===== src/design/atoi_pkg.sv =====
// Shared types, character codes and helper functions for the ASCII number converter.
package atoi_pkg;

  // Width of the converted value.
  localparam int ValueWidth = 32;

  // Character codes that steer the parser.
  localparam logic [7:0] CHAR_NUL     = 8'h00;
  localparam logic [7:0] CHAR_MINUS   = 8'h2D;
  localparam logic [7:0] CHAR_ZERO    = 8'h30;
  localparam logic [7:0] CHAR_NINE    = 8'h39;
  localparam logic [7:0] CHAR_LOWER_X = 8'h78;
  localparam logic [7:0] CHAR_UPPER_X = 8'h58;
  localparam logic [7:0] CHAR_LOWER_A = 8'h61;
  localparam logic [7:0] CHAR_LOWER_F = 8'h66;
  localparam logic [7:0] CHAR_UPPER_A = 8'h41;
  localparam logic [7:0] CHAR_UPPER_F = 8'h46;

  // Parser modes, one-hot.
  typedef enum logic [5:0] {
    MODE_START = 6'b000001,
    MODE_ZERO  = 6'b000010,
    MODE_DEC   = 6'b000100,
    MODE_STOP  = 6'b001000,
    MODE_HEX   = 6'b010000,
    MODE_BAD   = 6'b100000
  } atoi_mode_t;

  // One converted result.
  typedef struct packed {
    logic signed [ValueWidth-1:0] number_value;
    logic                         is_hex;
  } atoi_result_t;

  // True for the characters '0' to '9'.
  function automatic logic is_dec_digit(input logic [7:0] c);
    return (c >= CHAR_ZERO) && (c <= CHAR_NINE);
  endfunction

  // Hex digit decode: bit 4 flags a valid digit, bits 3:0 carry its value.
  function automatic logic [4:0] hex_digit(input logic [7:0] c);
    logic [4:0] d;
    d = 5'b0;
    if (is_dec_digit(c)) begin
      d = {1'b1, c[3:0]};
    end else if (((c >= CHAR_LOWER_A) && (c <= CHAR_LOWER_F)) ||
                 ((c >= CHAR_UPPER_A) && (c <= CHAR_UPPER_F))) begin
      // 'a'/'A' end in 1, so adding nine gives ten upwards.
      d = {1'b1, c[3:0] + 4'd9};
    end
    return d;
  endfunction

endpackage


===== src/design/atoi_if.sv =====
// Handshake interfaces for the character input and the result output.
interface atoi_in_if;
  logic       valid;
  logic       ready;
  logic [7:0] char_code;

  modport source (output valid, output char_code, input ready);
  modport sink   (input valid, input char_code, output ready);
endinterface

interface atoi_out_if;
  logic               valid;
  logic               ready;
  logic signed [31:0] number_value;
  logic               is_hex;

  modport source (output valid, output number_value, output is_hex, input ready);
  modport sink   (input valid, input number_value, input is_hex, output ready);
endinterface


===== src/design/ascii_number_to_integer_core.sv =====
// Top level of the ASCII number converter: input register, parser and result register.
//
//   Channel   Dir   Payload                         Word accepted when
//   in_chan   in    char_code[7:0]                  valid && ready
//   out_chan  out   number_value[31:0], is_hex      valid && ready
//
// One character is taken every cycle while in_chan.ready is high; a character
// waits in the input register and its parser update is registered once it is processed.
// A terminator's result is written to the output register when the terminator is processed.
// Reset (rst_n low, synchronous) empties both registers and returns to the start state.
// Only a terminator waits for a full output register; other characters pass on.
// in_chan.ready drops only while a terminator waits behind an unread result.
module ascii_number_to_integer_core
  import atoi_pkg::*;
(
  input  logic              clk,
  input  logic              rst_n,
  atoi_in_if.sink           in_chan,
  atoi_out_if.source        out_chan
);

  logic         in_valid_r;
  logic [7:0]   in_char_r;
  logic         out_valid_r;
  atoi_result_t out_data_r;

  atoi_result_t parse_res;
  logic         is_term;
  logic         proc;

  // A terminator needs the output register free; any other character does not.
  assign is_term = (in_char_r == CHAR_NUL);
  assign proc    = in_valid_r && (!is_term || !out_valid_r || out_chan.ready);
  assign in_chan.ready = !in_valid_r || proc;

  atoi_parse u_parse (
    .clk       (clk),
    .rst_n     (rst_n),
    .step      (proc),
    .char_code (in_char_r),
    .result    (parse_res)
  );

  // Input register.
  always_ff @(posedge clk) begin
    if (!rst_n) begin
      in_valid_r <= 1'b0;
    end else if (in_chan.ready) begin
      in_valid_r <= in_chan.valid;
    end
  end

  always_ff @(posedge clk) begin
    if (in_chan.ready && in_chan.valid) begin
      in_char_r <= in_chan.char_code;
    end
  end

  // Result register.
  always_ff @(posedge clk) begin
    if (!rst_n) begin
      out_valid_r <= 1'b0;
    end else if (proc && is_term) begin
      out_valid_r <= 1'b1;
    end else if (out_chan.ready) begin
      out_valid_r <= 1'b0;
    end
  end

  always_ff @(posedge clk) begin
    if (proc && is_term) begin
      out_data_r <= parse_res;
    end
  end

  assign out_chan.valid        = out_valid_r;
  assign out_chan.number_value = out_data_r.number_value;
  assign out_chan.is_hex       = out_data_r.is_hex;

endmodule


===== src/design/atoi_parse.sv =====
// Parser state and per-character update of mode, accumulator and sign.
module atoi_parse
  import atoi_pkg::*;
(
  input  logic         clk,
  input  logic         rst_n,
  input  logic         step,
  input  logic [7:0]   char_code,
  output atoi_result_t result
);

  atoi_mode_t            mode_r, mode_nxt;
  logic [ValueWidth-1:0] acc_r, acc_nxt;
  logic                  neg_r, neg_nxt;

  logic [ValueWidth-1:0] acc_dec;
  logic [ValueWidth-1:0] acc_hex;
  logic [4:0]            hex_d;
  logic                  dec_ok;

  // Multiply-add by ten as two shifts, and by sixteen as a plain shift.
  always_comb begin
    dec_ok  = is_dec_digit(char_code);
    hex_d   = hex_digit(char_code);
    acc_dec = {acc_r[ValueWidth-4:0], 3'b000} + {acc_r[ValueWidth-2:0], 1'b0}
              + {{(ValueWidth-4){1'b0}}, char_code[3:0]};
    acc_hex = {acc_r[ValueWidth-5:0], hex_d[3:0]};
  end

  // Result seen when the current character is the terminator.
  always_comb begin
    result.is_hex = 1'b0;
    result.number_value = acc_r;
    if (mode_r == MODE_HEX) begin
      result.is_hex = 1'b1;
    end else if (mode_r == MODE_BAD) begin
      result.is_hex = 1'b1;
      result.number_value = '0;
    end else if (neg_r) begin
      result.number_value = -acc_r;
    end
  end

  // Next parser state.
  always_comb begin
    mode_nxt = mode_r;
    acc_nxt  = acc_r;
    neg_nxt  = neg_r;
    if (char_code == CHAR_NUL) begin
      mode_nxt = MODE_START;
      acc_nxt  = '0;
      neg_nxt  = 1'b0;
    end else begin
      case (mode_r)
        MODE_ZERO: begin
          if ((char_code == CHAR_LOWER_X) || (char_code == CHAR_UPPER_X)) begin
            mode_nxt = MODE_HEX;
            acc_nxt  = '0;
          end else if (dec_ok) begin
            mode_nxt = MODE_DEC;
            acc_nxt  = acc_dec;
          end else begin
            mode_nxt = MODE_STOP;
          end
        end
        MODE_DEC: begin
          if (dec_ok) begin
            acc_nxt = acc_dec;
          end else begin
            mode_nxt = MODE_STOP;
          end
        end
        MODE_STOP, MODE_BAD: begin
          mode_nxt = mode_r;
        end
        MODE_HEX: begin
          if (hex_d[4]) begin
            acc_nxt = acc_hex;
          end else begin
            mode_nxt = MODE_BAD;
            acc_nxt  = '0;
          end
        end
        default: begin
          // Start of string, and any code that should not arise.
          if (char_code == CHAR_MINUS) begin
            neg_nxt  = 1'b1;
            mode_nxt = MODE_DEC;
          end else if (char_code == CHAR_ZERO) begin
            acc_nxt  = '0;
            mode_nxt = MODE_ZERO;
          end else if (dec_ok) begin
            acc_nxt  = {{(ValueWidth-4){1'b0}}, char_code[3:0]};
            mode_nxt = MODE_DEC;
          end else begin
            mode_nxt = MODE_STOP;
          end
        end
      endcase
    end
  end

  // State registers advance once per processed word.
  always_ff @(posedge clk) begin
    if (!rst_n) begin
      mode_r <= MODE_START;
      acc_r  <= '0;
      neg_r  <= 1'b0;
    end else if (step) begin
      mode_r <= mode_nxt;
      acc_r  <= acc_nxt;
      neg_r  <= neg_nxt;
    end
  end

endmodule


===== src/flat_wrapper.sv =====
// flat-port wrapper written by rule: the top's interface ports become plain ports
module ascii_number_to_integer_core_flat import atoi_pkg::*;
  (clk, rst_n, in_chan_valid, in_chan_char_code, in_chan_ready, out_chan_valid, out_chan_number_value, out_chan_is_hex, out_chan_ready);
  atoi_in_if in_chan_i ();
  atoi_out_if out_chan_i ();
  input  logic clk;
  input  logic rst_n;
  input wire logic [$bits(in_chan_i.valid)-1:0] in_chan_valid;
  input wire logic [$bits(in_chan_i.char_code)-1:0] in_chan_char_code;
  output wire logic [$bits(in_chan_i.ready)-1:0] in_chan_ready;
  output wire logic [$bits(out_chan_i.valid)-1:0] out_chan_valid;
  output wire logic [$bits(out_chan_i.number_value)-1:0] out_chan_number_value;
  output wire logic [$bits(out_chan_i.is_hex)-1:0] out_chan_is_hex;
  input wire logic [$bits(out_chan_i.ready)-1:0] out_chan_ready;
  assign in_chan_i.valid = in_chan_valid;
  assign in_chan_i.char_code = in_chan_char_code;
  assign in_chan_ready = in_chan_i.ready;
  assign out_chan_valid = out_chan_i.valid;
  assign out_chan_number_value = out_chan_i.number_value;
  assign out_chan_is_hex = out_chan_i.is_hex;
  assign out_chan_i.ready = out_chan_ready;
  ascii_number_to_integer_core u_core (.clk(clk), .rst_n(rst_n), .in_chan(in_chan_i), .out_chan(out_chan_i));
endmodule

===== config.mk =====
export PLATFORM = sky130hd
export DESIGN_NAME = ascii_number_to_integer_core_flat
export DESIGN_NICKNAME = d
export VERILOG_FILES = /design/src/design/atoi_pkg.sv /design/src/design/atoi_if.sv /design/src/design/ascii_number_to_integer_core.sv /design/src/design/atoi_parse.sv /design/src/flat_wrapper.sv
export SDC_FILE = /design/constraint.sdc
export NUM_CORES = 1
export LEC_CHECK = 0
export ABC_CLOCK_PERIOD_IN_PS = 4200
export BUFFER_PORTS_ARGS = -buffer_cell sky130_fd_sc_hd__buf_4
export CAP_MARGIN = 40
export CORE_MARGIN = 2
export CORE_UTILIZATION = 25
export CTS_CLUSTER_DIAMETER = 100
export CTS_CLUSTER_SIZE = 14
export DETAILED_ROUTE_END_ITERATION = 7
export SLEW_MARGIN = 10
export SYNTH_ARGS = -nofsm -noshare
export SYNTH_HDL_FRONTEND = slang
export SYNTH_SLANG_ARGS = --single-unit
export TNS_END_PERCENT = 1

===== constraint.sdc =====
create_clock -name clk -period 4.2 [get_ports clk]
set_clock_uncertainty 0.2 [all_clocks]
set_input_delay 0.21 -clock clk [delete_from_list [all_inputs] [get_ports clk]]
set_output_delay 0.21 -clock clk [all_outputs]
set_load 0.02 [all_outputs]

# ---- Yosys cells after proc, flatten, opt, wreduce, memory -nomap -nowiden
# Index checks and enable logic that the tools add are counted.
dict set report word_totals {
  reg_bits 82
  elab_cells 82
  inputBits 12
  output_inout_bits 35
}
dict set report op_classes {
  n_mux 27
  n_reduce_logical 23
  n_addsub 4
  magnitude_cmp 6
  eq_ne 14
}
# cell n
set ops {}
lappend ops {{$mux 32} 10}
lappend ops {{$pmux 32 s4} 1}
lappend ops {{$add 32x32->32} 1}
lappend ops {{$add 32x4->32} 1}
lappend ops {{$neg 32->32} 1}
lappend ops {{$mux 6} 5}
lappend ops {{$pmux 6 s4} 1}
lappend ops {{$eq 8x6->1 const B} 2}
lappend ops {{$eq 8x7->1 const B} 2}
lappend ops {{$ge 8x7->1 const B} 2}
lappend ops {{$le 8x7->1 const B} 2}
lappend ops {{$mux 5} 3}
lappend ops {{$ge 8x6->1 const B} 1}
lappend ops {{$le 8x6->1 const B} 1}
lappend ops {{$logic_not 8->1} 1}
lappend ops {{$reduce_and 4->1} 2}
lappend ops {{$eq 6x2->1 const B} 1}
lappend ops {{$eq 6x3->1 const B} 1}
lappend ops {{$eq 6x4->1 const B} 1}
lappend ops {{$eq 6x5->1 const B} 1}
lappend ops {{$eq 6x6->1 const B} 1}
lappend ops {{$logic_and 1x1->1} 6}
lappend ops {{$mux 1} 6}
lappend ops {{$ne 3x2->1 const B} 2}
lappend ops {{11 further kinds} 19}

# ---- Longest topological paths before layout
dict set report logic_depth {
  ltp_word 8
  ltp_mapped 12
  depth_no_buf 12
}

# ---- Modules after synthesis
# A second synthesis with hierarchy kept.
dict set report unflattened {
  hier_cells 704
  hier_area_um2 6411.1
}
# module cells_each area_each_um2 seq_area_each_um2 instances
set modules_own_cells {}
lappend modules_own_cells {atoi_parse 648 5037.3 780.7 1}
lappend modules_own_cells {ascii_number_to_integer_core 56 1373.8 1271.2 1}

# ---- Worst setup path after synthesis
# Ideal clock, no wire load.
dict set report synth_timing {
  path_kind {reg2reg}
  from {reg u_core.in_char_r[0]}
  to {reg u_core.out_data_r, in the netlist u_core.out_chan.is_hex, enable pin}
  n_path_buf 0
  path_stages_with_launch 6
  synth_period_minus_slack_ns 3.705
  required_ns 3.577
  arrival_time_ns 3.082
  path_slack_ns 0.495
  setup_time_ns 0.423
  path_cell_list {edfxtp_1 > inv_1 > ha_1 > or3b_1 > or4_1 > nor2_1}
}
dict set report synth_via {
  elab_chain_cells 6
}
# item line
set synth_lines {}
lappend synth_lines {{start, declared} ascii_number_to_integer_core.sv:23} ;# logic [7:0] in_char_r;
lappend synth_lines {{start signal, assigned} ascii_number_to_integer_core.sv:55} ;# in_char_r <= in_chan.char_code;
lappend synth_lines {{$logic_not 8->1 (*)} ascii_number_to_integer_core.sv:32} ;# assign is_term = (in_char_r == CHAR_NUL);
lappend synth_lines {{$logic_not 1->1} ascii_number_to_integer_core.sv:33} ;# assign proc = in_valid_r && (!is_term || !out_valid_r || out_chan.ready);
lappend synth_lines {{$logic_or 1x1->1 (2 in a row)} ascii_number_to_integer_core.sv:33}
lappend synth_lines {{$logic_and 1x1->1} ascii_number_to_integer_core.sv:33}
lappend synth_lines {{$logic_and 1x1->1 (*)} ascii_number_to_integer_core.sv:71} ;# if (proc && is_term) begin
lappend synth_lines {{end signal, assigned} ascii_number_to_integer_core.sv:72} ;# out_data_r <= parse_res;
lappend synth_lines {{end, declared} ascii_number_to_integer_core.sv:25} ;# atoi_result_t out_data_r;
# Mark *: on every way between the ends. The rest lies on a longest branch, timed or not.
# A chain may end at the register's enable or synchronous reset.

# ---- Worst setup path in the final report
dict set report layout_timing {
  from {reg u_core.u_parse.acc_r[2]}
  to {reg u_core.u_parse.acc_r[28]}
}
dict set report layout_via {
  elab_chain_cells 6
}
# item line
set layout_lines {}
lappend layout_lines {{start, declared} atoi_parse.sv:13} ;# logic [ValueWidth-1:0] acc_r, acc_nxt;
lappend layout_lines {{start signal, assigned} atoi_parse.sv:111} ;# acc_r <= acc_nxt;
lappend layout_lines {{$add 32x32->32 (*)} atoi_parse.sv:25} ;# acc_dec = {acc_r[ValueWidth-4:0], 3'b000} + {acc_r[ValueWidth-2:0], 1'b0}
lappend layout_lines {{$add 32x4->32 (*)} atoi_parse.sv:26} ;# + {{(ValueWidth-4){1'b0}}, char_code[3:0]};
lappend layout_lines {{$mux 32 (*)} {atoi_parse.sv:59, atoi_parse.sv:67}}
lappend layout_lines {{$mux 32} atoi_parse.sv:56} ;# if ((char_code == CHAR_LOWER_X) || (char_code == CHAR_UPPER_X)) begin
lappend layout_lines {{$pmux 32 s4 (*)} atoi_parse.sv:54} ;# case (mode_r)
lappend layout_lines {{$mux 32 (*)} atoi_parse.sv:49} ;# if (char_code == CHAR_NUL) begin
# Marks and branches as above.

==> out/metrics.cfg <==
[place]
gp_congestion=0.858
detailedPlace.worstSlack_ns=0.358
portBuffers=46
hpwl_um=12000

[die]
ios=47
start_util_pct=25.2
die_h_um=163
coreArea_sq_um=24900
row_count=58
die-area_sq_um=26400
die_x_um=163

[worst_setup_path]
critPathCaptureType=register
worst-endpoint-arrival_ns=3.88
cp_max_fo=9
r2r-start=u_core.u_parse.acc_r[2]
ff2ff_path_depth=12
rrSetupSlack_ns=0.31
startpoint_type=register
path_class=reg2reg
required_ns=4.19
r2r-end=u_core.u_parse.acc_r[28]

[timing]
grt_setup_unrepaired=false
slew_headroom_pct=41.1
setup_tns_ns=0
post-route-period-util_pct=92.7
finalCriticalPeriod_ns=3.89
drv_slew=0
setup_slack_ns=0.305
setup_violations=0
worst_pin_slew_ns=0.877
max_freq_mhz=257
hold_viol_final=0

[global_routing]
grt_pass1_vias=5069
antenna_found_initial=0
grt.total_usage_pct=12.1
grt_pass1_wl_um=26100
grt_max_degree=34
grt-ovfl-total=0

[logic_synthesis]
synth_top_cells_by_area=edfxtp_1 20%, dfxtp_1 13%, ha_1 12%
seq_area_frac_synth_pct=32.7
synth.top_cell.area_share_pct=19.6
syn-num-nets=796
synth_cell_types=72
synthFlopType=edfxtp_1
yosys.cell_count.top_type=nand2_1
synth_area_sq_um=6280
syn_inst=720
ys_ff_latch=82
async_flop_share_pct=0
synth_largest_area_cell=edfxtp_1
synth.avg_cell_area_sq_um=8.73
ys_top_cells_by_count=67 x nand2_1, 64 x nor2_1, 62 x ha_1, 62 x o21ai_0, 49 x a21oi_1
ys_warn_count=0
synth_edf_count=41

[clocking]
cts_resized=0
clk_path_buf_depth=2
hold_buffers=9
root_buffer=clkbuf_16
cts_tree=built
cts_buffers=9
worstSkewPairLatency_ns=0.34
postCtsSetupBuffers=0
cts.clk_slew.worst_paths_ns=0.07
cts_max_level=3
clock_sinks=82

[power_and_ir_drop]
power.density_nw_per_um2=235
peakVddDrop_mv=0.179
p_switching_mw=0.380
clkPwrFrac_pct=46.1
swShare_pct=21.9
seqPwrFrac_pct=49.3
p_comb_share_pct=4.6
leakagePower_nw=3.07
p_int_mw=1.36

[drt]
drtIter0Drc=342
vias=5479
drt.antenna.violating_nets=0
route.detailed.drc=0
postRouteWirelength_um=16100
viasPerCell=4.98
firstDrtPassIters=5
wl_per_cell_um=14.6

[layout]
fillers=2677
diodes=0
area_delta_synth_final_pct=17.4
multi_input_area_sq_um=4030
layout.nets=841
seqCellArea_sq_um=2050
drive_gt1_share_pct=11.4

[worst_hold_path]
hp-start=rst_n
hp-class=in2reg
hold_depth=2
holdPathEnd=u_core.u_parse.mode_r[3]

[job]
maxCapViolCount=0

[outcome]
status=finished, final reports clean

==> layer usage <==
layer	vias to the layer above	global-route usage, %	wire, um	share of wire, %
met2	106	21.0	7730	48
met5	-	0	0	0
met4	0	3.98	329	2.0
met1	2597	15.7	7470	47
met3	19	1.38	527	3.3
li1	2757	-	-	-
==> state kept, by name, summed over array words and instances, names as in the netlist <==
| register | count |
|---|---|
| u_core.out_chan.number_value | 32 |
| u_core.out_chan.valid | 1 |
| u_core.u_parse.neg_r | 1 |
| u_core.in_char_r | 8 |
| u_core.u_parse.mode_r | 6 |
| u_core.in_valid_r | 1 |
| u_core.u_parse.acc_r | 32 |
| u_core.out_chan.is_hex | 1 |
==> power by group through the flow <==
stage          sequential, mW  clock [mW]  combinational, mW
5_1_grt                 0.857       0.845             0.0895
2_1_floorplan           0.869           0             0.0493
4_1_cts                 0.856       0.812             0.0802
3_5_place_dp            0.873           0             0.0729
6_report                0.856       0.799             0.0801
3_3_place_gp            0.873           0             0.0726
==> placed cells by master, fill, tap and decap left out, types with 7 or more instances in the layout <==
| cell type | synthesis | layout |
|---|---|---|
| xnor2_1 | 23 | 23 |
| dfxtp_1 | 41 | 41 |
| edfxtp_1 | 41 | 41 |
| inv_1 | 21 | 21 |
| nand3_1 | 20 | 20 |
| nor2b_1 | 15 | 15 |
| a22oi_1 | 21 | 21 |
| or3_1 | 7 | 7 |
| buf_4 | 0 | 55 |
| a21oi_1 | 49 | 49 |
| clkbuf_16 | 0 | 9 |
| and2_1 | 7 | 7 |
| a21o_1 | 9 | 9 |
| nor3_1 | 17 | 17 |
| nand2_1 | 67 | 67 |
| nor2_1 | 64 | 63 |
| ha_1 | 62 | 62 |
| o21ai_0 | 62 | 62 |
| dlygate4sd3_1 | 0 | 9 |
| xor2_1 | 32 | 32 |
| nand2b_1 | 7 | 7 |
==> cell families (layout without fill, tap and decap cells) <==
logic type,count (synthesis),in the layout,synth area share [%]
muxes,7,7,1.14
buffers and inverters,51,101,3.31
AOI/OAI and AO/OA,224,224,23.7
adders and majority gates,64,64,13.0
DFF,82,82,32.7
xor gates and xnor gates,55,55,7.67
and+or+nand+nor,237,237,18.6
==> worst max path at each step <==
stage / start / to / slack (ns)
2_1_floorplan: u_core.in_char_r[0] / u_core.out_chan.is_hex / 0.49
3_5_place_dp: u_core.u_parse.acc_r[2] / u_core.u_parse.acc_r[28] / 0.36
6_report: u_core.u_parse.acc_r[2] / u_core.u_parse.acc_r[28] / 0.31
4_1_cts: u_core.u_parse.acc_r[2] / u_core.u_parse.acc_r[28] / 0.33
5_1_grt: u_core.u_parse.acc_r[2] / u_core.u_parse.acc_r[26] / 0.08
3_3_place_gp: u_core.u_parse.acc_r[2] / u_core.u_parse.acc_r[28] / 0.44
==> per-stage QoR <==
step / total power [mW] / std cells / hold slack [ns] / area [sq um] / util, %
6_report: 1.74 / 1100 / 0.0407 / 7380 / 29.6
2_1_floorplan: 0.918 / 720 / 0.109 / 6280 / -
3_3_place_gp: 0.945 / 1075 / 0.190 / 6990 / 28.1
5_1_grt: 1.79 / 1100 / 0.0489 / 7380 / 29.6
3_5_place_dp: 0.946 / 1075 / 0.191 / 6990 / 28.1
4_1_cts: 1.75 / 1100 / 0.0369 / 7380 / 29.6
==> final cells by class <==
type                       count  share of cell area [%]
clock buffer                  12                    3.34
clock inverter                 4                   0.696
inverter                      21                    1.07
multi-input combinational    587                    54.7
sequential                    82                    27.8
tap                          330                    5.60
timing repair buffer          64                    6.82
==> worst max-delay path, stage by stage, from the launching register on <==
cell and delay [ns]:
dfxtp_1 0.47, inv_1 0.15, fa_1 0.52, inv_1 0.07, fa_1 0.47, a21oi_1 0.21, and4b_1 0.25, o2111ai_1 0.32
o2111ai_1 0.21, a311oi_1 0.44, o21ai_0 0.19, xnor2_1 0.16, o21ai_0 0.09
Power figures use the tool's default switching activity.
